### src/rtl/atok_pkg.sv
package atok_pkg;

	// scanner modes
	typedef enum logic [2:0] {
		MODE_IDLE,
		MODE_ZERO,
		MODE_INT,
		MODE_HEX,
		MODE_BIN,
		MODE_WORD
	} scan_mode_t;

	// token kinds
	localparam logic [4:0] KIND_EOF        = 5'd0;
	localparam logic [4:0] KIND_ILLEGAL    = 5'd1;
	localparam logic [4:0] KIND_INT        = 5'd2;
	localparam logic [4:0] KIND_HEX        = 5'd3;
	localparam logic [4:0] KIND_BIN        = 5'd4;
	localparam logic [4:0] KIND_FIRST_WORD = 5'd5;

	// character codes
	localparam logic [7:0] CH_NUL        = 8'h00;
	localparam logic [7:0] CH_TAB        = 8'h09;
	localparam logic [7:0] CH_NL         = 8'h0a;
	localparam logic [7:0] CH_CR         = 8'h0d;
	localparam logic [7:0] CH_SPACE      = 8'h20;
	localparam logic [7:0] CH_ZERO       = 8'h30;
	localparam logic [7:0] CH_ONE        = 8'h31;
	localparam logic [7:0] CH_NINE       = 8'h39;
	localparam logic [7:0] CH_UPPER_A    = 8'h41;
	localparam logic [7:0] CH_UPPER_F    = 8'h46;
	localparam logic [7:0] CH_UPPER_Z    = 8'h5a;
	localparam logic [7:0] CH_UNDERSCORE = 8'h5f;
	localparam logic [7:0] CH_LOWER_A    = 8'h61;
	localparam logic [7:0] CH_LOWER_B    = 8'h62;
	localparam logic [7:0] CH_LOWER_F    = 8'h66;
	localparam logic [7:0] CH_LOWER_X    = 8'h78;
	localparam logic [7:0] CH_LOWER_Z    = 8'h7a;

	// mnemonic table, first letter in the low byte, zero padded
	localparam int NUM_KEYWORDS = 19;
	localparam int KW_TEXT_LEN  = 4;

	localparam logic [8*KW_TEXT_LEN-1:0] MNEMONIC_TEXT [NUM_KEYWORDS] = '{
		32'h00706f6e, // nop
		32'h0061646c, // lda
		32'h0062646c, // ldb
		32'h00617473, // sta
		32'h00627473, // stb
		32'h61746573, // seta
		32'h62746573, // setb
		32'h00746f6e, // not
		32'h00646e61, // and
		32'h0000726f, // or
		32'h00726f78, // xor
		32'h646e616e, // nand
		32'h00726f6e, // nor
		32'h00646461, // add
		32'h00627573, // sub
		32'h00706d6a, // jmp
		32'h7a706d6a, // jmpz
		32'h63706d6a, // jmpc
		32'h00746c68  // hlt
	};

	localparam logic [2:0] MNEMONIC_LEN [NUM_KEYWORDS] = '{
		3'd3, 3'd3, 3'd3, 3'd3, 3'd3, 3'd4, 3'd4, 3'd3, 3'd3, 3'd2,
		3'd3, 3'd4, 3'd3, 3'd3, 3'd3, 3'd3, 3'd4, 3'd4, 3'd3
	};

	// output queue
	localparam int OQ_DEPTH = 4;
	localparam int OQ_PTR_BITS = 2;

	typedef struct packed {
		logic [4:0]  kind;
		logic [15:0] start;
		logic [15:0] length;
		logic        last;
	} token_t;

	function automatic logic is_digit(input logic [7:0] c);
		return (c >= CH_ZERO) && (c <= CH_NINE);
	endfunction

	function automatic logic is_hex_digit(input logic [7:0] c);
		return is_digit(c) || ((c >= CH_LOWER_A) && (c <= CH_LOWER_F))
			|| ((c >= CH_UPPER_A) && (c <= CH_UPPER_F));
	endfunction

	function automatic logic is_word_char(input logic [7:0] c);
		return ((c >= CH_LOWER_A) && (c <= CH_LOWER_Z))
			|| ((c >= CH_UPPER_A) && (c <= CH_UPPER_Z)) || (c == CH_UNDERSCORE);
	endfunction

	function automatic logic is_space(input logic [7:0] c);
		return (c == CH_SPACE) || (c == CH_TAB) || (c == CH_NL) || (c == CH_CR);
	endfunction

endpackage

### src/rtl/assembly_tokenizer.sv
// output: tokens closed by a taken item are queued and offered on m_* in queue order
// throughput: one character item per cycle while each item yields at most one token and
//   m_tready stays high; items that yield two tokens (closing token plus illegal or eof)
//   can stall input, set by the single-token output port draining a four-entry result queue
// reset: arst_n low clears the scanner to idle at offset zero and empties the result queue
module assembly_tokenizer import atok_pkg::*; #(
	parameter int POS_BITS    = 16,
	parameter int KEYWORD_MAX = 4
) (
	input  logic        clk,
	input  logic        arst_n,
	// character items in
	input  logic        s_tvalid,
	output logic        s_tready,
	input  logic [7:0]  s_tdata,  // [7:0] char_byte
	input  logic        s_tuser,  // [0] is_end
	// token items out
	output logic        m_tvalid,
	input  logic        m_tready,
	output logic [31:0] m_tdata,  // [15:0] token_start, [31:16] token_length
	output logic [4:0]  m_tuser,  // [4:0] token_kind
	output logic        m_tlast   // is_last
);

	localparam logic [POS_BITS-1:0] POS_MAX = {POS_BITS{1'b1}};
	localparam int KW_IDX_BITS = $clog2(KEYWORD_MAX);

	// scanner state
	scan_mode_t          mode_q, mode_d;
	logic [POS_BITS-1:0] char_pos_q, char_pos_d;
	logic [POS_BITS-1:0] open_start_q, open_start_d;
	logic [POS_BITS-1:0] open_len_q, open_len_d;
	logic [7:0]          letters_q [KEYWORD_MAX];
	logic [7:0]          letters_d [KEYWORD_MAX];
	logic                too_long_q, too_long_d;

	// result queue
	token_t                 oq_q [OQ_DEPTH];
	logic [OQ_PTR_BITS-1:0] wr_ptr_q, rd_ptr_q;
	logic [OQ_PTR_BITS:0]   count_q;

	logic     take, pop;
	logic [7:0] c;
	logic     in_end;
	logic     push_a, push_b;
	token_t   tok_a, tok_b;
	token_t   push0, push1;
	logic [1:0] n_push;
	logic [4:0] open_kind;
	logic [4:0] word_kind;
	logic [8*KW_TEXT_LEN-1:0] word_text;

	function automatic logic [POS_BITS-1:0] sat_inc(input logic [POS_BITS-1:0] v);
		return (v == POS_MAX) ? POS_MAX : v + 1'b1;
	endfunction

	function automatic logic [15:0] low16(input logic [POS_BITS-1:0] v);
		logic [31:0] w;
		w = 32'(v);
		return w[15:0];
	endfunction

	// room for the two tokens one item can produce
	assign s_tready = (count_q <= (OQ_PTR_BITS+1)'(OQ_DEPTH - 2));
	assign take     = s_tvalid && s_tready;
	assign m_tvalid = (count_q != '0);
	assign pop      = m_tvalid && m_tready;

	assign c      = s_tdata;
	assign in_end = s_tuser || (c == CH_NUL);

	// exact keyword lookup over the first letters of the open word
	assign word_text = {letters_q[3], letters_q[2], letters_q[1], letters_q[0]};

	always_comb begin
		word_kind = KIND_ILLEGAL;
		if (!too_long_q && (open_len_q <= POS_BITS'(KEYWORD_MAX))) begin
			for (int k = 0; k < NUM_KEYWORDS; k++) begin
				if ((open_len_q == POS_BITS'(MNEMONIC_LEN[k])) && (word_text == MNEMONIC_TEXT[k]))
					word_kind = KIND_FIRST_WORD + 5'(k);
			end
		end
	end

	always_comb begin
		unique case (mode_q)
			MODE_ZERO, MODE_INT: open_kind = KIND_INT;
			MODE_HEX:            open_kind = KIND_HEX;
			MODE_BIN:            open_kind = KIND_BIN;
			default:             open_kind = word_kind;
		endcase
	end

	// one character step: next state and up to two tokens
	always_comb begin
		logic grown;
		mode_d       = mode_q;
		char_pos_d   = char_pos_q;
		open_start_d = open_start_q;
		open_len_d   = open_len_q;
		letters_d    = letters_q;
		too_long_d   = too_long_q;
		grown        = 1'b0;
		push_a       = 1'b0;
		push_b       = 1'b0;
		// token closed by this item
		tok_a.kind   = open_kind;
		tok_a.start  = low16(open_start_q);
		tok_a.length = low16(open_len_q);
		tok_a.last   = 1'b0;
		// eof or illegal single character
		tok_b.kind   = KIND_ILLEGAL;
		tok_b.start  = low16(char_pos_q);
		tok_b.length = 16'd1;
		tok_b.last   = 1'b1;

		if (in_end) begin
			push_a       = (mode_q != MODE_IDLE);
			push_b       = 1'b1;
			tok_b.kind   = KIND_EOF;
			tok_b.length = 16'd0;
			mode_d       = MODE_IDLE;
			char_pos_d   = '0;
			open_start_d = '0;
			open_len_d   = '0;
		end else begin
			char_pos_d = sat_inc(char_pos_q);
			unique case (mode_q)
				MODE_ZERO: begin
					if (c == CH_LOWER_X) begin
						mode_d = MODE_HEX;
						grown  = 1'b1;
					end else if (c == CH_LOWER_B) begin
						mode_d = MODE_BIN;
						grown  = 1'b1;
					end else if (is_digit(c)) begin
						mode_d = MODE_INT;
						grown  = 1'b1;
					end
				end
				MODE_INT: grown = is_digit(c);
				MODE_HEX: grown = is_hex_digit(c);
				MODE_BIN: grown = (c == CH_ZERO) || (c == CH_ONE);
				MODE_WORD: begin
					if (is_word_char(c)) begin
						grown = 1'b1;
						if (open_len_q < POS_BITS'(KEYWORD_MAX))
							letters_d[open_len_q[KW_IDX_BITS-1:0]] = c;
						else
							too_long_d = 1'b1;
					end
				end
				default: grown = 1'b0;
			endcase

			if (grown) begin
				open_len_d = sat_inc(open_len_q);
			end else begin
				push_a = (mode_q != MODE_IDLE);
				mode_d = MODE_IDLE;
				if (is_space(c)) begin
					// separator, nothing opens
				end else if (is_digit(c) || is_word_char(c)) begin
					if (c == CH_ZERO)
						mode_d = MODE_ZERO;
					else if (is_digit(c))
						mode_d = MODE_INT;
					else
						mode_d = MODE_WORD;
					open_start_d = char_pos_q;
					open_len_d   = POS_BITS'(1);
					too_long_d   = 1'b0;
					for (int i = 0; i < KEYWORD_MAX; i++)
						letters_d[i] = '0;
					if (!is_digit(c))
						letters_d[0] = c;
				end else begin
					push_b = 1'b1;
				end
			end
		end

		// the final token of this item carries last
		if (push_a && !push_b)
			tok_a.last = 1'b1;
	end

	// pack the tokens of this item into consecutive queue slots
	always_comb begin
		push0 = push_a ? tok_a : tok_b;
		push1 = tok_b;
		n_push = {1'b0, push_a} + {1'b0, push_b};
	end

	always_ff @(posedge clk or negedge arst_n) begin
		if (!arst_n) begin
			mode_q       <= MODE_IDLE;
			char_pos_q   <= '0;
			open_start_q <= '0;
			open_len_q   <= '0;
			too_long_q   <= 1'b0;
			for (int i = 0; i < KEYWORD_MAX; i++)
				letters_q[i] <= '0;
		end else if (take) begin
			mode_q       <= mode_d;
			char_pos_q   <= char_pos_d;
			open_start_q <= open_start_d;
			open_len_q   <= open_len_d;
			too_long_q   <= too_long_d;
			letters_q    <= letters_d;
		end
	end

	// queue pointers and fill count
	always_ff @(posedge clk or negedge arst_n) begin
		if (!arst_n) begin
			wr_ptr_q <= '0;
			rd_ptr_q <= '0;
			count_q  <= '0;
		end else begin
			if (take)
				wr_ptr_q <= wr_ptr_q + OQ_PTR_BITS'(n_push);
			if (pop)
				rd_ptr_q <= rd_ptr_q + 1'b1;
			count_q <= count_q + (take ? (OQ_PTR_BITS+1)'(n_push) : '0)
				- (OQ_PTR_BITS+1)'(pop);
		end
	end

	// queue payload, no reset
	always_ff @(posedge clk) begin
		if (take && (n_push != 2'd0))
			oq_q[wr_ptr_q] <= push0;
		if (take && (n_push == 2'd2))
			oq_q[wr_ptr_q + 1'b1] <= push1;
	end

	// head of queue drives the output
	assign m_tdata = {oq_q[rd_ptr_q].length, oq_q[rd_ptr_q].start};
	assign m_tuser = oq_q[rd_ptr_q].kind;
	assign m_tlast = oq_q[rd_ptr_q].last;

endmodule
### config.mk
export PLATFORM = sky130hd
export DESIGN_NAME = assembly_tokenizer
export DESIGN_NICKNAME = d
export VERILOG_FILES = /design/src/rtl/atok_pkg.sv /design/src/rtl/assembly_tokenizer.sv
export SDC_FILE = /design/constraint.sdc
export NUM_CORES = 1
export LEC_CHECK = 0
export BUFFER_PORTS_ARGS = -buffer_cell sky130_fd_sc_hd__buf_2
export CAP_MARGIN = 5
export CELL_PAD_IN_SITES_DETAIL_PLACEMENT = 0
export CELL_PAD_IN_SITES_GLOBAL_PLACEMENT = 1
export CORE_MARGIN = 2
export CORE_UTILIZATION = 50
export CTS_CLUSTER_SIZE = 10
export DETAILED_ROUTE_END_ITERATION = 12
export HOLD_SLACK_MARGIN = 0.1
export PLACE_DENSITY_LB_ADDON = 0.12
export SLEW_MARGIN = 25
export SYNTH_ARGS = -nofsm -noshare
export SYNTH_HDL_FRONTEND = slang
export SYNTH_SLANG_ARGS = --single-unit
### constraint.sdc
create_clock -name clk -period 4 [get_ports clk]
set_clock_uncertainty 0.2 [all_clocks]
set_input_delay 0.2 -clock clk [delete_from_list [all_inputs] [get_ports clk]]
set_output_delay 0.2 -clock clk [all_outputs]
set_load 0.005 [all_outputs]
Yosys cells after proc, flatten, opt, wreduce, memory -nomap -nowiden
Memory sizes are Yosys's and may differ from the RTL's.
Cells that the tools add are included.
{"block": "word_totals", "regBits": 91, "ramBits": 152, "out_inout_bits": 40, "elab_cells": 213, "memories": 1}
{"memory": "oq_q", "depth": 4, "width": 38, "read_ports": 1, "rd_ports_with_merged_regs": 0, "write_ports": 2, "line_no": "assembly_tokenizer.sv:38", "source": "token_t oq_q [OQ_DEPTH];"}
{"block": "classes", "n_addsub": 8, "magnitude_cmp": 13, "n_eq_ne": 44, "muxes": 79, "n_bitwise": 2, "n_reduce_logical": 54}
{"operator": "32-bit by 23-bit == test with 1-bit output (second input constant)", "count": 13}
{"operator": "32-bit two-way mux", "count": 6}
{"operator": "16-bit two-way mux", "count": 11}
{"operator": "32-bit by 31-bit == test with 1-bit output (second input constant)", "count": 5}
{"operator": "5-bit two-way mux", "count": 19}
{"operator": "38-bit two-way mux", "count": 1}
{"operator": "3-bit two-way mux", "count": 11}
{"operator": "16-bit by 1-bit adder with 16-bit output (second input constant)", "count": 2}
{"operator": "32-bit bitwise mux", "count": 1}
{"operator": "16-bit == test (second input constant)", "count": 2}
{"operator": "16-bit by 2-bit == test with 1-bit output (second input constant)", "count": 2}
{"operator": "32-bit by 15-bit == test with 1-bit output (second input constant)", "count": 1}
{"operator": "8-bit by 7-bit <= comparator with 1-bit output (second input constant)", "count": 4}
{"operator": "1-bit logical AND", "count": 31}
{"operator": "8-bit by 4-bit == test with 1-bit output (second input constant)", "count": 3}
{"operator": "8-bit by 6-bit == test with 1-bit output (second input constant)", "count": 3}
{"operator": "8-bit by 7-bit == test with 1-bit output (second input constant)", "count": 3}
{"operator": "1-bit two-way mux", "count": 24}
{"operator": "8-bit demux with 2-bit select", "count": 1}
{"operator": "16-bit by 3-bit == test with 1-bit output (second input constant)", "count": 1}
{"operator": "8-bit by 7-bit >= comparator with 1-bit output (second input constant)", "count": 2}
{"operator": "16-bit by 3-bit <= comparator with 1-bit output (second input constant)", "count": 1}
{"operator": "16-bit by 3-bit less-than comparator with 1-bit output (second input constant)", "count": 1}
{"operator": "8-bit two-way mux", "count": 2}
{"operator": "other kinds (32)", "count": 50}

Logic depth before layout (Yosys ltp)
Gate-level depths: netlist of the first run.
{"block": "logic_depth", "word_depth": 24, "depth_mapped": 16, "mapped_depth_nobuf": 15}

Worst setup path before layout of the first run
OpenSTA, ideal clock, no wires.
{"block": "synth_path", "path_kind": "reg-to-reg", "start": "register mode_q[1]", "end": "memory oq_q[3][17] in the netlist's numbering, enable pin", "setup_ns": 0.292, "arrival_ns": 3.151, "slack_ns": 0.357, "stages_incl_launch_ff": 14, "path_buffers": 3, "path_cell_list": "dfrtp_1 -> buf_2 -> or4b_1 -> a21oi_1 -> o21a_1 -> nor4_4 -> o21ai_2 -> ha_1 -> nor2_1 -> and3_1 -> clkbuf_1 -> nor2_1 -> clkbuf_1 -> inv_2"}
{"item": "start: declaration", "line_no": "assembly_tokenizer.sv:29", "source": "scan_mode_t mode_q, mode_d;"}
{"item": "start signal: assignment", "line_no": "assembly_tokenizer.sv:205", "source": "mode_q <= mode_d;"}
{"item": "end: declaration", "line_no": "assembly_tokenizer.sv:38"}

==> flow_metrics.env, run 1 <==
export IMPL_clk_insertion_delay_late_ns=0.54
export IMPL_root_buffer="clkbuf_16"
export IMPL_dieWidth_um=160
export IMPL_drv_slew=0
export IMPL_startpoint_type="input pin"
export IMPL_cts_sinks=243
export IMPL_synth_edff_count=72
export IMPL_hold_viol_final=0
export IMPL_utilization_pct=57.3
export IMPL_p_leak_nw=5.36
export IMPL_yosysMostFrequentCell="a22o_1"
export IMPL_worstReg2RegEnd="oq_q[3][24]"
export IMPL_ios=53
export IMPL_post_cts_buffers=0
export IMPL_drive_above_1_share_pct=17.3
export IMPL_ys_seq_elements=243
export IMPL_wl_um=33400
export IMPL_grt_antenna_before_repair=0
export IMPL_drc=0
export IMPL_power_mw=7.60
export IMPL_fill_cells=2069
export IMPL_fin_crit_ns=3.66
export IMPL_syn_inst=1142
export IMPL_die_area_mm2=0.0257
export IMPL_path_class="in2reg"
export IMPL_path_cells="dlygate4sd3_1 -> buf_2 -> nor3b_2 -> o2111ai_2 -> a2111oi_4 -> nor4_4 -> o21ai_2 -> ha_1 -> nor2_1 -> and3_1 -> nor2_2 -> a31oi_4 -> buf_4 -> a22o_1"
export IMPL_avgSynthCellArea_um2=10.7
export IMPL_nets=1204
export IMPL_synthTopCellsByArea="dfrtp_1, edfxtp_1, dfxtp_1, a22o_1, mux4_2"
export IMPL_synth_top_area_share_pct=18.6
export IMPL_cts_max_path_buffers=3
export IMPL_drt_iter0_drc=821
export IMPL_syn2layout_area_growth_pct=13.2
export IMPL_vias=9680
export IMPL_ant_nets=0
export IMPL_synth_nets=1168
export IMPL_max_freq_ghz=0.273
export IMPL_grt_pass1_wl_um=52500
export IMPL_first_pass_iters=5
export IMPL_min_path_cells=5
export IMPL_yosysSeqAreaShare_pct=49.4
export IMPL_period_share_pct=91.4
export IMPL_slowest_delay_ns=0.53
export IMPL_async_flop_share_pct=37.4
export IMPL_r2r_slack_ns=0.55
export IMPL_numCtsBuffers=28
export IMPL_overflow=0
export IMPL_p_per_area_mw_per_mm2=549
export IMPL_timing_rr_start="mode_q[0]"
export IMPL_grt_pass1_vias=9083
export IMPL_coreArea_mm2=0.0242
export IMPL_cp_end_kind="flop"
export IMPL_core_rowCount=57
export IMPL_synth_main_ff_cell="dfrtp_1"
export IMPL_status="finished, final reports clean"
export IMPL_portBuffers=52
export IMPL_grt_use_total_pct=25.9
export IMPL_hpwlAfterDp_um=21700
export IMPL_hold_end="letters_q[30]"
export IMPL_r2r_worst_path_cells=12
export IMPL_synth_common_cells="a22o_1, dfrtp_1, nand2_1"
export IMPL_peakVddDrop_uv=650
export IMPL_n_antenna_cell=0
export IMPL_crit_slowest_cell="dlygate4sd3_1"
export IMPL_grt_setup_unrepaired="false"
export IMPL_path_buf_inv=3
export IMPL_hold_class="in2reg"
export IMPL_maxCapViolations=0
export IMPL_grt_max_degree=40
export IMPL_timing_slew_headroom_pct=42.9
export IMPL_crit_required_ns=4.08
export IMPL_wire_per_inst_um=21.9
export IMPL_synth_warnings=0
export IMPL_crit_arrival_ns=3.74
export IMPL_cts_resized=0
export IMPL_start_util_pct=50.6
export IMPL_crit_family="compound AO/OA/AOI/OAI gates"
export IMPL_path_max_fanout=17
export IMPL_cts_tree="built"
export IMPL_htree_levels=1
export IMPL_setup_tns_final_ns=0
export IMPL_worstHoldStart="s_tdata[7]"
export IMPL_gp_congestion=0.890
export IMPL_yosysTopAreaCell="dfrtp_1"
export IMPL_ys_types=80
export IMPL_syn_area_mm2=0.0122
export IMPL_viasPerCell=6.36
export IMPL_clkSlewWorstSetupHoldPaths_ns=0.06
export IMPL_cts_hold_buf=12
export IMPL_dieHeight_um=160
export IMPL_worst_pin_slew_ns=0.856
export IMPL_setup_viol=0
registers in the layout (all words and copies together) (netlist names):
signal        cells
too_long_q        1
letters_q        32
wr_ptr_q          2
count_q           3
mode_q            3
char_pos_q       16
rd_ptr_q          2
oq_q            152
open_start_q     16
open_len_q       16
worst reg2reg max path, stage by stage, from the launching register on:
cell and delay (ns):
dfrtp_1 0.48, inv_1 0.14, or2_1 0.29, a21oi_1 0.35, nor4_4 0.10, o21ai_2 0.20, ha_1 0.35, nor2_1 0.13
and3_1 0.28, nor2_2 0.21, a31oi_4 0.04, buf_4 0.22, a22o_1 0.21
worst max path at each step:
stage          startpoint           to  depth (start not counted)
6_report       s_tdata[1]  oq_q[3][24]                         14
5_1_grt        s_tdata[1]   count_q[2]                         17
4_1_cts        s_tdata[1]  oq_q[1][28]                         12
3_5_place_dp   s_tdata[1]  oq_q[1][28]                         11
3_3_place_gp   s_tdata[1]  oq_q[1][32]                         11
2_1_floorplan   mode_q[1]  oq_q[3][17]                         13
routing by layer:
layer / part of all wire, % / global-route usage [%] / up-vias
met2: 45 / 39.1 / 377
met1: 46 / 39.6 / 4778
li1: - / - / 4466
met5: 0 / 0 / -
met3: 6.4 / 3.13 / 59
met4: 2.7 / 7.74 / 0
final cells by class:
cell class	instances	area [um2]	area share (%)
well taps	324	405	2.93
repair buffers	110	788	5.69
clock buffers	51	818	5.91
inverters	37	139	1.00
flip-flops and latches	243	6050	43.7
multi-input cells	758	5650	40.8
cells by family (layout without fill, tap and decap cells):
kind of cell | after synthesis | count (layout) | synth area share, %
AOI/OAI and AO/OA | 338 | 338 | 20.9
xor gates and xnor gates | 8 | 8 | 0.573
adders and majority gates | 13 | 13 | 1.39
buffers and inverters | 141 | 198 | 4.70
DFF | 243 | 243 | 49.4
muxes | 38 | 38 | 7.00
and+or+nand+nor | 361 | 361 | 16.0
cell usage in the layout, fill, tap and decap left out, types with 15 or more instances in the layout:
master       n
buf_4       43
nand2_1     88
dfxtp_1     80
clkbuf_16   29
nor4_1      15
inv_1       32
a22o_1     140
edfxtp_1    72
buf_2       51
o21ai_1     49
dfrtp_1     89
nand4_1     22
a21oi_1     52
nand3_1     62
a31oi_1     16
mux4_2      38
clkbuf_1    21
nor2_1      55
where the power goes:
part           internal [mW]  switching, mW  leakage, nW
sequential              2.85          0.359         2.56
combinational          0.868           1.19         2.41
clock                   1.36          0.972        0.389
total                   5.08           2.52         5.36
per-stage QoR:
| stage | instances | area [um2] | hold WS, ns | setup slack, ns |
|---|---|---|---|---|
| floorplan | 1142 | 12200 | -0.296 | 0.357 |
| global placement | 1460 | 12900 | -0.0423 | 0.382 |
| detailed placement | 1460 | 12900 | -0.0359 | 0.290 |
| CTS | 1523 | 13800 | 0.114 | 0.288 |
| global route | 1523 | 13800 | 0.181 | 0.0869 |
| finish | 1523 | 13800 | 0.141 | 0.342 |
(Power assumes the default switching activity.)
==> run 2, diff against run 1 <==
==> constraint.sdc (replaced) <==
create_clock -name clk -period 3.87 [get_ports clk]
set_clock_uncertainty 0.2 [all_clocks]
set_input_delay 0.1935 -clock clk [delete_from_list [all_inputs] [get_ports clk]]
set_output_delay 0.1935 -clock clk [all_outputs]
set_load 0.005 [all_outputs]
==> flow_metrics.env, run 2 (same netlist as run 1, synthesis figures left out) <==
export IMPL_r2r_slack_ns=0.36
export IMPL_grt_use_total_pct=26.5
export IMPL_p_per_area_mw_per_mm2=574
export IMPL_min_path_cells=3
export IMPL_crit_arrival_ns=3.75
export IMPL_cts_tree="built"
export IMPL_cts_resized=0
export IMPL_vias=9676
export IMPL_r2r_worst_path_cells=12
export IMPL_viasPerCell=6.33
export IMPL_hold_viol_final=0
export IMPL_portBuffers=52
export IMPL_numCtsBuffers=29
export IMPL_die_area_mm2=0.0257
export IMPL_ant_nets=0
export IMPL_top_register="oq_q"
export IMPL_htree_levels=1
export IMPL_maxCapViolations=0
export IMPL_nets=1207
export IMPL_grt_pass1_wl_um=54100
export IMPL_clk_insertion_delay_late_ns=0.55
export IMPL_holdWs_ns=0.143
export IMPL_path_class="in2reg"
export IMPL_drc=0
export IMPL_grt_antenna_before_repair=0
export IMPL_grt_pass1_vias=9415
export IMPL_wl_um=33800
export IMPL_clock_power_share_pct=31.3
export IMPL_gp_congestion=0.893
export IMPL_internal_power_mw=5.35
export IMPL_busiest_layer="met2"
export IMPL_seq_power_share_pct=42.1
export IMPL_n_antenna_cell=0
export IMPL_fin_ws_ns=0.227
export IMPL_hold_end="char_pos_q[4]"
export IMPL_cts_max_path_buffers=3
export IMPL_root_buffer="clkbuf_16"
export IMPL_utilization_pct=57.7
export IMPL_reg_top3="oq_q x152, letters_q x32"
export IMPL_final_cell_mix="a22o_1, dfrtp_1, nand2_1"
export IMPL_coreArea_mm2=0.0242
export IMPL_core_rowCount=57
export IMPL_setup_tns_final_ns=0
export IMPL_ios=53
export IMPL_gr_usage_met3_pct=3.49
export IMPL_power_mw=8.00
export IMPL_syn2layout_area_growth_pct=14.1
export IMPL_worst_pin_slew_ns=0.857
export IMPL_crit_slowest_cell="a2111oi_4"
export IMPL_drive_above_1_share_pct=17.8
export IMPL_fin_crit_ns=3.64
export IMPL_placed_cells=1462
export IMPL_worstHoldStart="s_tvalid"
export IMPL_clkSlewWorstSetupHoldPaths_ns=0.05
export IMPL_p_sw_share_pct=33.1
export IMPL_fill_cells=2097
export IMPL_cts_sinks=243
export IMPL_largest_reg_flops=152
export IMPL_setup_viol=0
export IMPL_grt_max_degree=71
export IMPL_start_util_pct=50.6
export IMPL_place_area_mm2=0.0129
export IMPL_p_sw_mw=2.65
export IMPL_finalNonFillerCells=1528
export IMPL_overflow=0
export IMPL_use_met1_pct=40.0
export IMPL_drt_iter0_drc=760
export IMPL_combPwrFrac_pct=26.6
export IMPL_dieWidth_um=160
export IMPL_gr_usage_met2_pct=40.3
export IMPL_first_pass_iters=5
export IMPL_grt_setup_unrepaired="false"
export IMPL_hpwlAfterDp_um=22100
export IMPL_startpoint_type="input pin"
export IMPL_worstReg2RegEnd="oq_q[1][21]"
export IMPL_p_leak_nw=5.41
export IMPL_max_freq_ghz=0.275
export IMPL_timing_rr_start="mode_q[0]"
export IMPL_timing_slew_headroom_pct=42.9
export IMPL_period_share_pct=94.1
export IMPL_dieHeight_um=160
export IMPL_drv_slew=0
export IMPL_peakVddDrop_uv=671
export IMPL_status="finished, final reports clean"
export IMPL_slowest_delay_ns=0.55
export IMPL_path_cells="dlygate4sd3_1 -> buf_2 -> o21ai_0 -> nand4_1 -> a2111oi_4 -> nor4_4 -> o21ai_2 -> inv_2 -> ha_1 -> and3_1 -> nor2_2 -> buf_4 -> inv_1 -> buf_12"
export IMPL_final_area_mm2=0.0139
export IMPL_cp_end_kind="flop"
export IMPL_layout_commonest_cell="a22o_1"
export IMPL_dp_slack_ns=0.245
export IMPL_crit_required_ns=3.97
export IMPL_wire_per_inst_um=22.1
export IMPL_path_max_fanout=20
export IMPL_hold_class="in2reg"
[run 2: routing by layer]
metal  part of all wire, %  vias up
met2                    45      324
li1                      -     4483
met1                    47     4816
met4                   2.4        0
met3                   5.9       53
met5                     0        -
[run 2: critical path: cells and delay by family]
family / cells / cell delay, ns
buf+inv: 6 / 1.58
compound gates: 3 / 0.92
simple gates: 4 / 0.76
fa+ha+maj: 1 / 0.27
[run 2: layout make-up]
type                    instances  area, um2  area share [%]
inverters                      37        139           0.996
multi-input cells             758       5650            40.5
clock inverters                 2       13.8          0.0987
well taps                     324        405            2.91
clock buffers                  52        852            6.11
repair buffers                112        845            6.06
flip-flops and latches        243       6050            43.4
[run 2: how the worst max path moves through the flow]
| stage | depth (start not counted) | from | to |
|---|---|---|---|
| floorplan | 13 | mode_q[1] | oq_q[3][17] |
| global placement | 16 | s_tdata[4] | count_q[2] |
| detailed placement | 11 | s_tdata[3] | oq_q[1][28] |
| CTS | 12 | s_tdata[3] | oq_q[1][28] |
| global route | 17 | s_tdata[7] | count_q[2] |
| finish | 14 | s_tdata[2] | oq_q[1][21] |
[run 2: power groups by stage]
| stage | Clock [mW] | Sequential, mW | Combinational, mW |
|---|---|---|---|
| after CTS | 2.56 | 3.37 | 2.13 |
| after global routing | 2.65 | 3.42 | 2.32 |
| after floorplan | 0 | 3.12 | 1.53 |
| after global placement | 0 | 3.41 | 2.11 |
| final | 2.50 | 3.37 | 2.13 |
| after detailed placement | 0 | 3.42 | 2.11 |
[run 2: timing repair]
item / CTS / global route
buffers inserted: 0 / 1
hold buffers: 10 / 1
endpoints found under the setup margin: 0 / 1
hold endpoints to repair: 119 / 3
==> run 3, diff against run 2 <==
--- a/config.mk
+++ b/config.mk
@@ -10,7 +10,7 @@
 export CELL_PAD_IN_SITES_DETAIL_PLACEMENT = 0
 export CELL_PAD_IN_SITES_GLOBAL_PLACEMENT = 1
 export CORE_MARGIN = 2
-export CORE_UTILIZATION = 50
+export CORE_UTILIZATION = 45
 export CTS_CLUSTER_SIZE = 10
 export DETAILED_ROUTE_END_ITERATION = 12
 export HOLD_SLACK_MARGIN = 0.1
==> constraint.sdc (replaced) <==
create_clock -name clk -period 3.15 [get_ports clk]
set_clock_uncertainty 0.2 [all_clocks]
set_input_delay 0.1575 -clock clk [delete_from_list [all_inputs] [get_ports clk]]
set_output_delay 0.1575 -clock clk [all_outputs]
set_load 0.005 [all_outputs]
==> flow_metrics.env, run 3 (same netlist as run 1, synthesis figures left out) <==
export IMPL_timing_rr_start="mode_q[2]"
export IMPL_drive_above_1_share_pct=25.7
export IMPL_slowest_delay_ns=0.46
export IMPL_grt_max_degree=56
export IMPL_grt_use_total_pct=24.7
export IMPL_combPwrFrac_pct=31.1
export IMPL_period_share_pct=99.9
export IMPL_path_cells="or4b_1 -> a21oi_2 -> o21a_1 -> nor4_4 -> o21ai_4 -> inv_2 -> ha_4 -> nand2_2 -> ha_4 -> inv_2 -> ha_4 -> inv_2 -> fa_2 -> xor2_2 -> xnor2_1"
export IMPL_drv_slew=0
export IMPL_multiInputGateArea_mm2=0.00584
export IMPL_largest_reg_flops=152
export IMPL_first_pass_iters=7
export IMPL_clk_insertion_delay_late_ns=0.56
export IMPL_seq_power_share_pct=39.2
export IMPL_final_area_mm2=0.0150
export IMPL_path_max_fanout=4
export IMPL_p_sw_share_pct=33.3
export IMPL_root_buffer="clkbuf_16"
export IMPL_die_area_mm2=0.0285
export IMPL_clkSlewWorstSetupHoldPaths_ns=0.06
export IMPL_finalNonFillerCells=1631
export IMPL_gp_congestion=0.881
export IMPL_path_buf_inv=3
export IMPL_portBuffers=52
export IMPL_dieWidth_um=169
export IMPL_worstReg2RegEnd="count_q[2]"
export IMPL_p_per_area_mw_per_mm2=687
export IMPL_grt_antenna_before_repair=0
export IMPL_syn2layout_area_growth_pct=22.9
export IMPL_grt_pass1_vias=9787
export IMPL_hpwlAfterDp_um=23400
export IMPL_hold_viol_final=0
export IMPL_max_freq_ghz=0.318
export IMPL_vias=9932
export IMPL_fill_cells=2316
export IMPL_p_sw_mw=3.44
export IMPL_overflow=0
export IMPL_n_antenna_cell=0
export IMPL_core_rowCount=60
export IMPL_start_util_pct=45.6
export IMPL_viasPerCell=6.09
export IMPL_crit_slowest_cell="or4b_1"
export IMPL_final_cell_mix="a22o_1, buf_4, dfrtp_1"
export IMPL_power_mw=10.3
export IMPL_numCtsBuffers=29
export IMPL_worst_pin_slew_ns=0.950
export IMPL_grt_pass1_wl_um=55600
export IMPL_htree_levels=1
export IMPL_drt_iter0_drc=786
export IMPL_internal_power_mw=6.89
export IMPL_cts_tree="built"
export IMPL_worstHoldStart="s_tdata[7]"
export IMPL_fin_crit_ns=3.15
export IMPL_layout_commonest_cell="a22o_1"
export IMPL_min_path_cells=6
export IMPL_crit_family="adder cells"
export IMPL_grt_setup_unrepaired="true"
export IMPL_register_area_mm2=0.00604
export IMPL_drc=0
export IMPL_path_class="reg2reg"
export IMPL_ios=53
export IMPL_r2r_worst_path_cells=15
export IMPL_ant_nets=0
export IMPL_cts_max_path_buffers=3
export IMPL_r2r_slack_ns=0.004
export IMPL_nets=1296
export IMPL_hold_end="letters_q[30]"
export IMPL_dieHeight_um=169
export IMPL_top_register="oq_q"
export IMPL_crit_required_ns=3.39
export IMPL_startpoint_type="flop"
export IMPL_cts_sinks=243
export IMPL_p_leak_nw=5.91
export IMPL_maxCapViolations=0
export IMPL_wl_um=35200
export IMPL_peakVddDrop_uv=515
export IMPL_timing_slew_headroom_pct=36.4
export IMPL_placed_cells=1560
export IMPL_coreArea_mm2=0.0268
export IMPL_place_area_mm2=0.0138
export IMPL_setup_viol=0
export IMPL_wire_per_inst_um=21.6
export IMPL_crit_arrival_ns=3.38
export IMPL_hold_class="in2reg"
export IMPL_clock_power_share_pct=29.7
export IMPL_reg_top3="oq_q x152, letters_q x32"
export IMPL_cp_end_kind="flop"
export IMPL_status="finished, final reports clean"
[run 3: cell types whose count changed in the layout (fill, tap and decap cells not counted), moves of 6 or more]
cell | previous run | this run
buf_12 | 8 | 20
ha_1 | 12 | 6
ha_4 | 0 | 6
buf_4 | 41 | 113
[run 3: power by group through the flow]
stage	registers (mW)	clock network, mW	logic [mW]
floorplan	3.84	0	1.96
global placement	4.08	0	3.02
detailed placement	4.09	0	3.04
CTS	4.03	3.11	3.08
global route	4.10	3.24	3.47
finish	4.05	3.07	3.21
[run 3: layout make-up]
| type | instances | area share (%) |
|---|---|---|
| multi-input cells | 758 | 38.8 |
| clock inverters | 3 | 0.216 |
| inverters | 37 | 1.02 |
| flip-flops and latches | 243 | 40.2 |
| repair buffers | 201 | 11.4 |
| well taps | 341 | 2.84 |
| clock buffers | 48 | 5.50 |
[run 3: worst min-delay path, delay by kind of cell]
| family | cells | cell delay, ns |
|---|---|---|
| buffers and inverters | 2 | 0.24 |
| AO/OA/AOI/OAI | 2 | 0.14 |
| AND/OR/NAND/NOR | 2 | 0.23 |
[run 3: per-layer routing]
metal,vias up,global-route usage (%),part of all wire (%)
li1,4655,-,-
met1,4941,37.3,48
met2,280,37.5,45
met3,56,3.16,5.4
met4,0,6.86,2.3
met5,-,0,0
[run 3: how the worst max path moves through the flow]
stage                    start         end  slack, ns  cells after the start
finish               mode_q[2]  count_q[2]      0.004                     15
global route         mode_q[1]  count_q[2]      -0.16                     15
CTS                  mode_q[1]  count_q[2]      -0.06                     15
detailed placement  s_tdata[1]  count_q[2]      -0.17                     16
global placement    s_tdata[1]  count_q[2]      -0.12                     16
floorplan            mode_q[1]  count_q[2]      -0.24                     16
[run 3: per-stage QoR]
stage	utilization, %	hold WS [ns]	worst slack [ns]	setup TNS (ns)
after floorplan	-	-0.338	-0.242	-5.31
after detailed placement	51.4	0.0895	-0.169	-12.64
after global routing	56.1	0.117	-0.158	-0.289
after CTS	55.3	0.108	-0.0595	-0.0595
after global placement	51.4	0.0896	-0.121	-6.83
final	56.1	0.0643	0.00379	0
[run 3: repair_timing]
item,in CTS,in global routing
buffers inserted,2,3
pin swaps,1,3
gates resized for setup,0,30
hold buffers,14,0
gates cloned,0,1
setup endpoints to repair,18,181
hold endpoints to repair,154,0
